**src/rtl/core/dpcc_pkg.sv**
```systemverilog
// ----------------------------------------------------------------------------
// dpcc_pkg
// Shared types, codes and constants for the dual pump cyclic controller.
// ----------------------------------------------------------------------------
package dpcc_pkg;

  // timer and pwm sizing
  localparam int TIMER_BITS = 24;
  localparam int PWM_TOP    = 400;
  localparam int PCT_MAX    = 100;
  localparam int PWM_SCALE  = PWM_TOP / PCT_MAX;

  // command codes
  typedef enum logic [2:0] {
    OP_TICK        = 3'd0,
    OP_SET_BOTH    = 3'd1,
    OP_SET_DIAPH   = 3'd2,
    OP_SET_PISTON  = 3'd3,
    OP_TOGGLE_MODE = 3'd4,
    OP_OPEN_VALVE  = 3'd5,
    OP_CLOSE_VALVE = 3'd6
  } opcode_t;

  // result status codes
  typedef enum logic [1:0] {
    ST_OK             = 2'd0,
    ST_PISTON_REJECT  = 2'd1,
    ST_BOTH_REJECT    = 2'd2
  } status_t;

  // configuration register indexes
  typedef enum logic [1:0] {
    REG_INTERVAL   = 2'd0,
    REG_DURATION   = 2'd1,
    REG_PISTON_PCT = 2'd2
  } reg_index_t;

  // input beat
  typedef struct packed {
    logic [2:0]         opcode;
    logic signed [15:0] value;
  } in_item_t;

  // result beat
  typedef struct packed {
    logic [8:0] diaphragm_compare;
    logic [8:0] piston_compare;
    logic [6:0] diaphragm_level;
    logic [6:0] piston_level;
    logic       valve_is_open;
    logic       cyclic_active;
    logic       piston_on_phase;
    logic [1:0] status;
  } out_item_t;

  // configuration register set
  typedef struct packed {
    logic [TIMER_BITS-1:0] interval;
    logic [TIMER_BITS-1:0] duration;
    logic [6:0]            cyc_duty;
  } cfg_regs_t;

  // controller state
  typedef struct packed {
    logic                  mode_cyclic;
    logic                  cycle_on;
    logic [6:0]            diaph_duty;
    logic [6:0]            piston_duty;
    logic                  valve_state;
    logic [TIMER_BITS-1:0] since_start;
  } ctrl_state_t;

  // percentage to pwm compare value
  function automatic logic [8:0] to_compare(input logic [6:0] pct);
    logic [11:0] prod;
    prod = 12'(pct) * 12'(PWM_SCALE);
    return prod[8:0];
  endfunction

endpackage

```
**src/rtl/core/dpcc_step.sv**
```systemverilog
// ----------------------------------------------------------------------------
// dpcc_step
// Next-state and result logic for one beat: timer advance, cyclic check,
// then the command.
// ----------------------------------------------------------------------------
module dpcc_step
  import dpcc_pkg::*;
(
  input  in_item_t    item,
  input  cfg_regs_t   cfg,
  input  ctrl_state_t cur,
  output ctrl_state_t nxt,
  output out_item_t   result
);

  logic [6:0]            pct_clamped;
  logic [6:0]            cyc_pct;
  logic [TIMER_BITS-1:0] cnt_tick;
  ctrl_state_t           timed;
  status_t               status;

  // clamp signed request to 0..100
  always_comb begin
    if (item.value < 0) begin
      pct_clamped = 7'd0;
    end else if (item.value > 16'(PCT_MAX)) begin
      pct_clamped = 7'(PCT_MAX);
    end else begin
      pct_clamped = item.value[6:0];
    end
    cyc_pct = (cfg.cyc_duty > 7'(PCT_MAX)) ? 7'(PCT_MAX) : cfg.cyc_duty;
  end

  // saturating millisecond counter
  always_comb begin
    cnt_tick = cur.since_start;
    if (opcode_t'(item.opcode) == OP_TICK && cur.since_start != '1) begin
      cnt_tick = cur.since_start + 1'b1;
    end
  end

  // cyclic start and stop check
  always_comb begin
    timed             = cur;
    timed.since_start = cnt_tick;
    if (cur.mode_cyclic && cfg.interval != '0) begin
      if (!cur.cycle_on && cnt_tick >= cfg.interval) begin
        timed.since_start = '0;
        timed.cycle_on    = 1'b1;
        timed.piston_duty = cyc_pct;
      end else if (cur.cycle_on && cnt_tick >= cfg.duration) begin
        timed.cycle_on    = 1'b0;
        timed.piston_duty = 7'd0;
      end
    end
  end

  // command
  always_comb begin
    nxt    = timed;
    status = ST_OK;
    case (opcode_t'(item.opcode))
      OP_SET_BOTH: begin
        if (timed.mode_cyclic) begin
          status = ST_BOTH_REJECT;
        end else begin
          nxt.diaph_duty  = pct_clamped;
          nxt.piston_duty = pct_clamped;
        end
      end
      OP_SET_DIAPH: nxt.diaph_duty = pct_clamped;
      OP_SET_PISTON: begin
        if (timed.mode_cyclic) begin
          status = ST_PISTON_REJECT;
        end else begin
          nxt.piston_duty = pct_clamped;
        end
      end
      OP_TOGGLE_MODE: begin
        if (timed.mode_cyclic) begin
          nxt.mode_cyclic = 1'b0;
          nxt.cycle_on    = 1'b0;
          nxt.piston_duty = 7'd0;
        end else begin
          nxt.mode_cyclic = 1'b1;
        end
      end
      OP_OPEN_VALVE:  nxt.valve_state = 1'b1;
      OP_CLOSE_VALVE: nxt.valve_state = 1'b0;
      default: ;
    endcase
  end

  // result fields from the updated state
  always_comb begin
    result.diaphragm_compare = to_compare(nxt.diaph_duty);
    result.piston_compare    = to_compare(nxt.piston_duty);
    result.diaphragm_level   = nxt.diaph_duty;
    result.piston_level      = nxt.piston_duty;
    result.valve_is_open     = nxt.valve_state;
    result.cyclic_active     = nxt.mode_cyclic;
    result.piston_on_phase   = nxt.cycle_on;
    result.status            = status;
  end

endmodule

```
**src/rtl/core/dual_pump_cyclic_controller_core.sv**
```systemverilog
// ----------------------------------------------------------------------------
// dual_pump_cyclic_controller_core
// Two-pump duty controller with a cyclic piston mode and a valve drive.
// ----------------------------------------------------------------------------
// Usage:
//   in channel  (in_valid/in_ready/in_data): one tick or command per beat.
//   out channel (out_valid/out_ready/out_data): exactly one result beat per
//   input beat, in order, showing the state after that beat.
//   cfg channel (cfg_valid/cfg_ready/cfg_index/cfg_data): register writes,
//   always ready; write only while the block is idle.
// Output: each result is registered, in the result register or in the skid entry.
// Throughput: one beat per cycle while the skid entry is empty; the state update
//   is a single compare and add stage between the accepted beat and the result register.
// Stall: a two-entry output buffer (result register plus skid) lets one
//   more beat in while the receiver stalls; in_ready drops once the skid
//   entry is full and returns as soon as the receiver takes a beat.
// Reset: synchronous; clears mode, levels, valve, timer and the output
//   buffer, and restores the registers to interval 0, duration 0, level 100.
// ----------------------------------------------------------------------------
module dual_pump_cyclic_controller_core
  import dpcc_pkg::*;
(
  input  logic       clk,
  input  logic       rst,
  input  logic       in_valid,
  output logic       in_ready,
  input  in_item_t   in_data,
  output logic       out_valid,
  input  logic       out_ready,
  output out_item_t  out_data,
  input  logic       cfg_valid,
  output logic       cfg_ready,
  input  logic [1:0] cfg_index,
  input  logic [23:0] cfg_data
);

  cfg_regs_t   cfg;
  ctrl_state_t state;
  ctrl_state_t state_next;
  out_item_t   result;
  out_item_t   skid;
  logic        skid_valid;
  logic        in_fire;
  logic        out_fire;

  assign in_ready  = !skid_valid;
  assign cfg_ready = 1'b1;
  assign in_fire   = in_valid && in_ready;
  assign out_fire  = out_valid && out_ready;

  // configuration registers
  always_ff @(posedge clk) begin
    if (rst) begin
      cfg.interval <= '0;
      cfg.duration <= '0;
      cfg.cyc_duty <= 7'(PCT_MAX);
    end else if (cfg_valid && cfg_ready) begin
      unique case (reg_index_t'(cfg_index))
        REG_INTERVAL:   cfg.interval <= cfg_data[TIMER_BITS-1:0];
        REG_DURATION:   cfg.duration <= cfg_data[TIMER_BITS-1:0];
        REG_PISTON_PCT: cfg.cyc_duty <= cfg_data[6:0];
        default: ;
      endcase
    end
  end

  // per-beat update logic
  dpcc_step u_step (
    .item   (in_data),
    .cfg    (cfg),
    .cur    (state),
    .nxt    (state_next),
    .result (result)
  );

  // controller state
  always_ff @(posedge clk) begin
    if (rst) begin
      state <= '0;
    end else if (in_fire) begin
      state <= state_next;
    end
  end

  // output buffer control
  always_ff @(posedge clk) begin
    if (rst) begin
      out_valid  <= 1'b0;
      skid_valid <= 1'b0;
    end else begin
      if (out_fire) begin
        if (skid_valid) begin
          skid_valid <= 1'b0;
        end else begin
          out_valid <= in_fire;
        end
      end else if (in_fire) begin
        if (out_valid) begin
          skid_valid <= 1'b1;
        end else begin
          out_valid <= 1'b1;
        end
      end
    end
  end

  // output buffer payload
  always_ff @(posedge clk) begin
    if (out_fire && skid_valid) begin
      out_data <= skid;
    end else if (in_fire && (out_fire || !out_valid)) begin
      out_data <= result;
    end
    if (in_fire && out_valid && !out_fire) begin
      skid <= result;
    end
  end

`ifndef ASSERT_OFF
  // skid entry only fills behind a held result
  a_skid_behind_out : assert property (@(posedge clk) disable iff (rst)
    skid_valid |-> out_valid)
    else $error("skid entry valid without result register");

  // an activation can only run in cyclic mode
  a_cycle_in_mode : assert property (@(posedge clk) disable iff (rst)
    state.cycle_on |-> state.mode_cyclic)
    else $error("cycle running outside cyclic mode");

  // rejections only happen in cyclic mode
  a_reject_in_mode : assert property (@(posedge clk) disable iff (rst)
    (out_valid && out_data.status != ST_OK) |-> out_data.cyclic_active)
    else $error("command rejected in manual mode");

  // a full buffer blocks new beats
  a_no_overrun : assert property (@(posedge clk) disable iff (rst)
    (skid_valid && !out_ready) |=> skid_valid)
    else $error("skid entry lost while receiver stalled");
`endif

endmodule

```
**config.mk**
```make
export PLATFORM = sky130hd
export DESIGN_NAME = dual_pump_cyclic_controller_core
export DESIGN_NICKNAME = d
export VERILOG_FILES = /design/src/rtl/core/dpcc_pkg.sv /design/src/rtl/core/dpcc_step.sv /design/src/rtl/core/dual_pump_cyclic_controller_core.sv
export SDC_FILE = /design/constraint.sdc
export NUM_CORES = 1
export LEC_CHECK = 0
export ABC_AREA = 1
export BUFFER_PORTS_ARGS = -buffer_cell sky130_fd_sc_hd__buf_4
export CAP_MARGIN = 20
export CORE_MARGIN = 2
export CORE_UTILIZATION = 55
export DETAILED_ROUTE_END_ITERATION = 7
export PLACE_DENSITY = 0.81
export SKIP_CTS_REPAIR_TIMING = 1
export SLEW_MARGIN = 40
export SYNTH_ARGS = -nofsm -noshare
export SYNTH_HDL_FRONTEND = slang
export SYNTH_HIERARCHICAL = 1
export SYNTH_SLANG_ARGS = --single-unit
```
**constraint.sdc**
```tcl
create_clock -name clk -period 4.6 [get_ports clk]
set_input_delay 0.46 -clock clk [delete_from_list [all_inputs] [get_ports clk]]
set_output_delay 0.46 -clock clk [all_outputs]
set_load 0.05 [all_outputs]
```
==> results of run 1 <==
-- final timing paths --
path	endpoint	slack, ps	startpoint
worst max-delay path	out_data[2]	480	state[0]
worst min-delay path	out_valid	210	rst
worst max register to register	out_data[2]	480	state[0]
worst min register to register	cfg[41]	480	cfg[41]
-- layout make-up --
| class | instances | share of cell area |
|---|---|---|
| Timing Repair Buffer | 97 | 0.0665 |
| Multi-Input combinational cell | 925 | 0.412 |
| Sequential cell | 172 | 0.378 |
| Inverter | 192 | 0.0655 |
| Tap cell | 229 | 0.0259 |
| Clock inverter | 14 | 0.0133 |
| Clock buffer | 18 | 0.0388 |
-- layout by cell type, fill, tap and decap left out, types with 15 or more instances in the layout --
| cell | netlist | routed |
|---|---|---|
| nand4_1 | 21 | 21 |
| o21ai_1 | 18 | 18 |
| buf_4 | 44 | 96 |
| dfxtp_1 | 98 | 98 |
| inv_1 | 184 | 183 |
| nand2_1 | 318 | 318 |
| nand3_1 | 109 | 109 |
| ha_1 | 49 | 48 |
| o21ai_0 | 44 | 43 |
| clkbuf_16 | 0 | 17 |
| a21oi_1 | 50 | 49 |
| xor2_1 | 15 | 15 |
| edfxtp_1 | 74 | 74 |
| nor2_1 | 234 | 233 |
-- critical path: cells and delay by family, from the launching register on --
kind	cells	cell delay (ps)
flip-flops	1	440
AND/OR/NAND/NOR	12	1350
AO/OA/AOI/OAI	5	940
buffers and inverters	4	500
adder cells (fa/ha/maj)	2	620
-- flip-flops by register name (all words and copies together) (netlist names) --
name and flops:
out_valid 1, skid 37, cfg 55, out_data 37, skid_valid 1, state 41
-- stage by stage --
stage	util	hold WS (ps)
final	0.618	211
after global routing	0.618	197
after CTS	0.617	201
after detailed placement	0.585	470
after global placement	0.584	461
after floorplan	-	444
-- kinds of logic after synthesis --
group	count (synthesis)	share of synthesized area
other	2	0.000752
XOR/XNOR	20	0.0175
AND/OR/NAND/NOR	718	0.299
adder cells (fa/ha/maj)	49	0.0614
AO/OA/AOI/OAI	133	0.0722
flip-flops	172	0.419
buffers and inverters	283	0.130
-- per-layer routing --
metal  share of wire  wire length [µm]  vias to the layer above
met2            0.48             10800                      303
met3           0.057              1290                       53
met5               0                 0                        -
li1                -                 -                     4394
met1            0.44              9830                     3883
met4           0.026               588                        0
-- power by group --
| part | leakage [µW] | switching [µW] | total [µW] | internal [µW] |
|---|---|---|---|---|
| combinational | 0.00345 | 563 | 837 | 274 |
| clock | 0.000277 | 683 | 1410 | 726 |
| sequential | 0.00152 | 67.4 | 1780 | 1710 |
==> run metrics, run 1 <==
outcome=finished clean; skew final=15.2 ps; final setup fails=0; die height=139 µm; Worst Hold Class=in -> reg; Routed WL=22.5 mm; Slowest-stage cell, CP=dfxtp_1; Layout Cells excl Fill=1,647; Core Area=0.0179 mm²; most frequent cell after synthesis=nand2_1; drt via density=5.24; Yosys reg bits=172; Period minus WS final=4120 ps; Worst R2R Path Depth=23; CP arrival=4310 ps; busiest grt layer=met2; Crit Path Class=reg -> reg; grt met3 use=0.0411; clock latency on the worst-skew pair=440 ps; TritonCTS Buffers=17; max-cap viol count=0; Slew Limit Fails=0; Die Area=0.0192 mm²; Clock Sinks=172; gr ovfl total=0; DRC errors left=0; Slew @ Worst Pin=720 ps; area grow syn2layout=10.8%; drt pass-1 iters=5; Final ANT Viol Nets=0; peak supply drop=0.339 mV; area occupied by multi-input gates=0.00456 mm²; commonest register cell after synthesis=dfxtp_1; Vias=8,633; htree depth=4; fmax=242 MHz; post-synth top area share=0.223; GRT met2 Usage=0.390; Reg area=0.00418 mm²; # placed instances=1,615; Post-synth EDFFs=74; die width=139 µm; IO Pins=90; Worst-path clk slew=80 ps; # diodes=0; RSZ-0062 raised after global routing=no; Max Root-Sink Buffers=2; cell accounting for the most synthesized area=edfxtp_1; root buf cell=clkbuf_16; Iter 0 DRT Violations=625; DP Worst Slack=386 ps; Leakage=0.00524 µW; PortBufs=88; critical path, cell by cell=ha_2 -> inv_2 -> nor2_2 -> nand2_2 -> nor3_2 -> nand2_1 -> nand2_4 -> inv_4 -> o21ai_1 -> inv_1 -> ha_1 -> a21oi_1 -> o21ai_0 -> nand2_1 -> nand2_1 -> nor2_1 -> nand2_2 -> nand2_2 -> inv_1 -> o21ai_0 -> o21ai_0 -> nand2_1 -> nand2_1; most frequent cells after synthesis=318 x nand2_1, 234 x nor2_1, 184 x inv_1, 109 x nand3_1, 98 x dfxtp_1; Final Net Count=1,504; placed cell area=0.0105 mm²; warning count from the yosys run=6; GRT Util Overall=0.234; Crit path top cell by count=nand2_1; Async SR Flop Fraction=0; CTS tree=done; critical-path maximum fanout=30; mean area per synthesized cell=7.25 µm²; hold depth=2; WP data required=4790 ps; largest stage delay on the critical path=440 ps; first-pass GRT wire length=37.2 mm; Pwr Total=4020 µW; P per Cell Area=364 mW/mm²; library cells used by synthesis=34; Sum Neg Setup Slack=0 ps; Slew HR=0.520; vias in the first global route=7,846; Synth area leaders=edfxtp_1 22%, dfxtp_1 20%, nand2_1 12%; Rows=49; Filler cells=1,570; share of layout cells above drive strength 1=0.114; Starting Density=0.558; setup slack after layout=476 ps; Final period util=0.897; Mapped Cells=1,377; Design Area, Final=0.0111 mm²; CP startpoint kind=register; hpwl dp=15.8 mm; pin count of the biggest net entering global routing=70; final hold violation count=0; initial antenna violation count=0; RD Place Congestion=0.937; Netlist Area Pre-Place=0.00998 mm²; GRT met1 Usage=0.305; CP Capture Type=register; sequential share of the synthesized area=0.419; routed length per instance=13.6 µm
No activity file was read; power rests on OpenSTA's default activity.
==> inputs of run 2 (changes only) <==
- CORE_MARGIN: 2 -> 10
- PLACE_DENSITY: 0.81 -> 0.84
- clock period: 4.6 -> 3.55 ns (I/O delays scaled with it)
==> run metrics, run 2 (synthesized netlist as in run 1, its figures left out) <==
Clock Sinks=172 (unchanged); outcome=finished clean; IO Pins=90 (unchanged); TritonCTS Buffers=17 (unchanged); CP Capture Type=register; Iter 0 DRT Violations=678 (+8.5%); commonest cells after routing, fill and taps aside=307 x nand2_1, 223 x nor2_1, 174 x inv_1; Worst Hold Class=in -> reg; die width=155 µm (+12%); WP data required=3730 ps (-1060 ps); share of layout cells above drive strength 1=0.182 (+0.0675); Period minus WS final=3490 ps (-638 ps); fmax=287 MHz (+18%); commonest non-fill, non-tap cell in the layout=nand2_1; max-cap viol count=0 (unchanged); pin count of the biggest net entering global routing=54 (-23%); hold depth=2 (unchanged); largest stage delay on the critical path=360 ps (-80 ps); Worst-path clk slew=80 ps (about the same); gr ovfl total=0 (unchanged); RSZ-0062 raised after global routing=yes; Slew Limit Fails=0 (unchanged); CP arrival=3670 ps (-640 ps); routed length per instance=14.6 µm (+7.2%); Filler cells=1,473 (-6.2%); P per Cell Area=458 mW/mm² (+26%); drt pass-1 iters=6 (+1); Crit path top cell by count=nand2_1; PortBufs=88 (unchanged); initial antenna violation count=0 (unchanged); clock latency on the worst-skew pair=440 ps (about the same); Slew @ Worst Pin=641 ps (-79.0 ps); final hold violation count=0 (unchanged); Pwr Total=5320 µW (+32%); hpwl dp=17.0 mm (+7.4%); CP startpoint kind=register; skew final=12.3 ps (-2.93 ps); Starting Density=0.558 (unchanged); Final Net Count=1,533 (+1.9%); placed cell area=0.0106 mm² (+0.98%); htree depth=4 (unchanged); final setup fails=0 (unchanged); die height=155 µm (+12%); critical path, cell by cell=ha_4 -> inv_4 -> nor2_4 -> nand2_2 -> nor3_2 -> nand2_1 -> nand2_4 -> clkinv_8 -> buf_6 -> a21oi_2 -> ha_1 -> buf_4 -> a21oi_1 -> o21a_1 -> nand2_1 -> nor2_1 -> nand2_2 -> buf_6 -> nand4_1 -> nand3_1 -> nand2_1 -> inv_2 -> nand2_1 -> nand2_1; Core Area=0.0179 mm² (unchanged); peak supply drop=0.367 mV (+8.1%); # diodes=0 (unchanged); max reg flops=55 (unchanged); Rows=49 (unchanged); critical-path maximum fanout=8 (-73%); CTS tree=done; Crit Path Class=reg -> reg; DRC errors left=0 (unchanged); Design Area, Final=0.0116 mm² (+4.9%); RD Place Congestion=0.925 (-1.3%); Largest Register=cfg; Regs by FF count=cfg x55, state x41; GRT Util Overall=0.196 (-0.0385); Final ANT Viol Nets=0 (unchanged); Slew HR=0.572 (+0.0520); Max Root-Sink Buffers=2 (unchanged); area grow syn2layout=16.3%; drt via density=5.28 (+0.65%); Die Area=0.0239 mm² (+24%); vias in the first global route=8,316 (+6.0%); first-pass GRT wire length=39.6 mm (+6.6%); Vias=8,842 (+2.4%); Slowest-stage cell, CP=dfxtp_2; Worst R2R Path Depth=24 (+4.3%); Routed WL=24.5 mm (+9.1%); root buf cell=clkbuf_16; Final period util=0.982 (+0.0856); Leakage=0.00545 µW (+4.0%)
[run 2: changes by cell type in the layout (fill, tap and decap cells not counted), moves of 9 or more]
cell / before / now
nand2_1: 318 / 307
nor2_1: 233 / 223
nand2_2: 4 / 15
dfxtp_1: 98 / 81
inv_1: 183 / 174
inv_2: 7 / 16
dfxtp_2: 0 / 13
buf_4: 96 / 120
[run 2: report_power, final]
part	switching, µW	internal, µW	leakage, µW
clock	870	936	0.000277
sequential	87.5	2220	0.00153
combinational	794	415	0.00365
[run 2: cell type report]
cell class / instances / area [µm²] / share of cell area
inverter: 192 / 736 / 0.0634
timing repair inverter: 1 / 11.3 / 0.000970
tap: 229 / 287 / 0.0247
timing repair buffer: 125 / 978 / 0.0843
sequential: 172 / 4220 / 0.363
multi-input combinational: 925 / 4810 / 0.414
clock inverter: 15 / 146 / 0.0126
clock buffer: 17 / 425 / 0.0366
[run 2: worst paths after layout]
check,from,to,slack [ps]
max,state[0],out_data[21],60
min,rst,out_valid,110
max reg2reg,state[0],out_data[21],60
min reg2reg,cfg[36],cfg[36],480
[run 2: metal layers]
layer	global-route usage	wire length (µm)	vias up
li1	-	-	4443
met1	0.244	10500	4019
met2	0.328	11900	325
met3	0.0377	1490	55
met4	0.0738	634	0
met5	0	0	-
[run 2: worst max-delay path, delay by kind of cell, from the launching register on]
family / cells / cell delay (ps)
compound gates: 3 / 490
flops: 1 / 360
buf+inv: 6 / 680
simple gates: 13 / 1250
fa+ha+maj: 2 / 450
[run 2: metrics by stage]
step | hold WS (ps) | cells | util | TNS, ps | setup slack, ps
floorplan | 424 | 1380 | - | 0 | 189
global placement | 461 | 1629 | 0.590 | -236 | -55.7
detailed placement | 471 | 1629 | 0.591 | -688 | -97.2
CTS | 98.7 | 1661 | 0.622 | -1910 | -167
global route | 110 | 1676 | 0.649 | -3510 | -183
finish | 109 | 1676 | 0.649 | 0 | 63.3
==> inputs of run 3 (changes only) <==
- CORE_MARGIN: 10 -> 2
==> run metrics, run 3 (synthesized netlist as in run 1, its figures left out) <==
htree depth=4 (unchanged); Die Area=0.0192 mm² (-20%); max reg flops=55 (unchanged); CP Capture Type=register; WP data required=3730 ps (about the same); PortBufs=88 (unchanged); CP arrival=3730 ps (+60 ps); final hold violation count=0 (unchanged); TritonCTS Buffers=17 (unchanged); Vias=8,909 (+0.76%); GRT Util Overall=0.237 (+0.0410); Slew Limit Fails=0 (unchanged); placed cell area=0.0106 mm² (+0.69%); Iter 0 DRT Violations=768 (+13%); Sw Pwr=1740 µW (-0.49%); Int Pwr=3570 µW (-0.13%); Max Root-Sink Buffers=2 (unchanged); CP startpoint kind=register; Worst-path clk slew=70 ps (about the same); RSZ-0062 raised after global routing=yes; DP Worst Slack=-55.2 ps (+42.0 ps); fmax=281 MHz (-1.9%); IO Pins=90 (unchanged); Leakage=0.00544 µW (-0.20%); die height=139 µm (-10%); Design Area, Final=0.0115 mm² (-0.56%); final setup fails=1 (+1); # diodes=0 (unchanged); worst hold start=rst; hpwl dp=16.0 mm (-5.6%); DRC errors left=0 (unchanged); RD Place Congestion=1.00 (+8.6%); Critical path origin=state[22]; Regs by FF count=cfg x55, state x41; outcome=finished with violations; skew final=8.60 ps (-3.65 ps); drt pass-1 iters=5 (-1); first-pass GRT wire length=37.8 mm (-4.5%); initial antenna violation count=0 (unchanged); P per Cell Area=460 mW/mm² (+0.31%); Worst R2R Start=state[22]; Layout Cells excl Fill=1,673 (-0.18%); setup slack after layout=-5.85 ps (-69.2 ps); Rows=49 (unchanged); pin count of the biggest net entering global routing=54 (unchanged); gr ovfl total=0 (unchanged); clock latency on the worst-skew pair=430 ps (about the same); max-cap viol count=0 (unchanged); Crit Path Class=reg -> reg; vias in the first global route=8,142 (-2.1%); Comb power frac=0.227 (about the same); # placed instances=1,636 (+0.43%); root buf cell=clkbuf_16; Routed WL=23.6 mm (-3.7%); Period minus WS final=3560 ps (+69.2 ps); area grow syn2layout=15.7%; Worst Hold Class=in -> reg; share of power burned in registers=0.434 (about the same); commonest cells after routing, fill and taps aside=309 x nand2_1, 228 x nor2_1, 177 x inv_1; Clock power frac=0.339 (about the same); critical-path maximum fanout=13 (+5); die width=139 µm (-10%); routed length per instance=14.1 µm (-3.6%); Final Net Count=1,530 (-0.20%); Final ANT Viol Nets=0 (unchanged); Core Area=0.0179 mm² (unchanged); commonest non-fill, non-tap cell in the layout=nand2_1; Final period util=1.00 (+0.0195); Slew HR=0.508 (-0.0638); peak supply drop=0.355 mV (-3.3%); Sum Neg Setup Slack=-5.85 ps (-5.85 ps); CTS tree=done; share of layout cells above drive strength 1=0.169 (-0.0128); drt via density=5.33 (+0.94%); Clock Sinks=172 (unchanged); Sw Share=0.328 (-0.000798); Slew @ Worst Pin=737 ps (+95.6 ps); Starting Density=0.558 (unchanged); failing checks=setup timing; Largest Register=cfg
## run 3: cell type report
class | instances | area (µm²)
fillers | 1464 | 6360
multi-input cells | 925 | 4790
flip-flops and latches | 172 | 4210
repair buffers | 123 | 970
inverters | 192 | 726
clock buffers | 17 | 425
well taps | 229 | 287
clock inverters | 15 | 139
## run 3: path summary, 6_finish.rpt
check	endpoint	slack (ps)	depth (start not counted)
max	out_data[2]	-6	21
min	out_valid	130	2
max reg2reg	out_data[2]	-6	21
min reg2reg	cfg[51]	480	2
## run 3: critical path, cell delays in order (launching register included)
cell and delay (ps):
dfxtp_1 420, nand2_1 90, inv_1 80, nand3_1 60, nor2_1 180, nand2_1 100, nand2_2 100, inv_4 60
buf_12 140, a21oi_2 270, ha_1 340, a21oi_1 190, o21a_1 160, nand2_1 90, nor2_2 120, nand2_2 120
nand2_4 120, inv_1 90, o21ai_0 240, o21ai_1 160, nand2_1 110, nand2_1 60
## run 3: stage by stage
step           hold slack [ps]   util  power (µW)
2_1_floorplan              424      -        3170
3_3_place_gp               460  0.593        3400
3_5_place_dp               468  0.595        3440
4_1_cts                    105  0.626        5240
5_1_grt                    107  0.645        5560
6_report                   126  0.645        5310
## run 3: power groups by stage
stage / registers, µW / logic, µW / clock network (µW)
global route: 2320 / 1330 / 1910
floorplan: 2490 / 688 / 0
detailed placement: 2340 / 1100 / 0
CTS: 2300 / 1110 / 1830
finish: 2300 / 1200 / 1800
global placement: 2340 / 1060 / 0
## run 3: metal layers
metal / wire [µm] / global-route usage
met4: 734 / 0.104
met2: 11300 / 0.393
met5: 0 / 0
met3: 1380 / 0.0356
met1: 10200 / 0.309
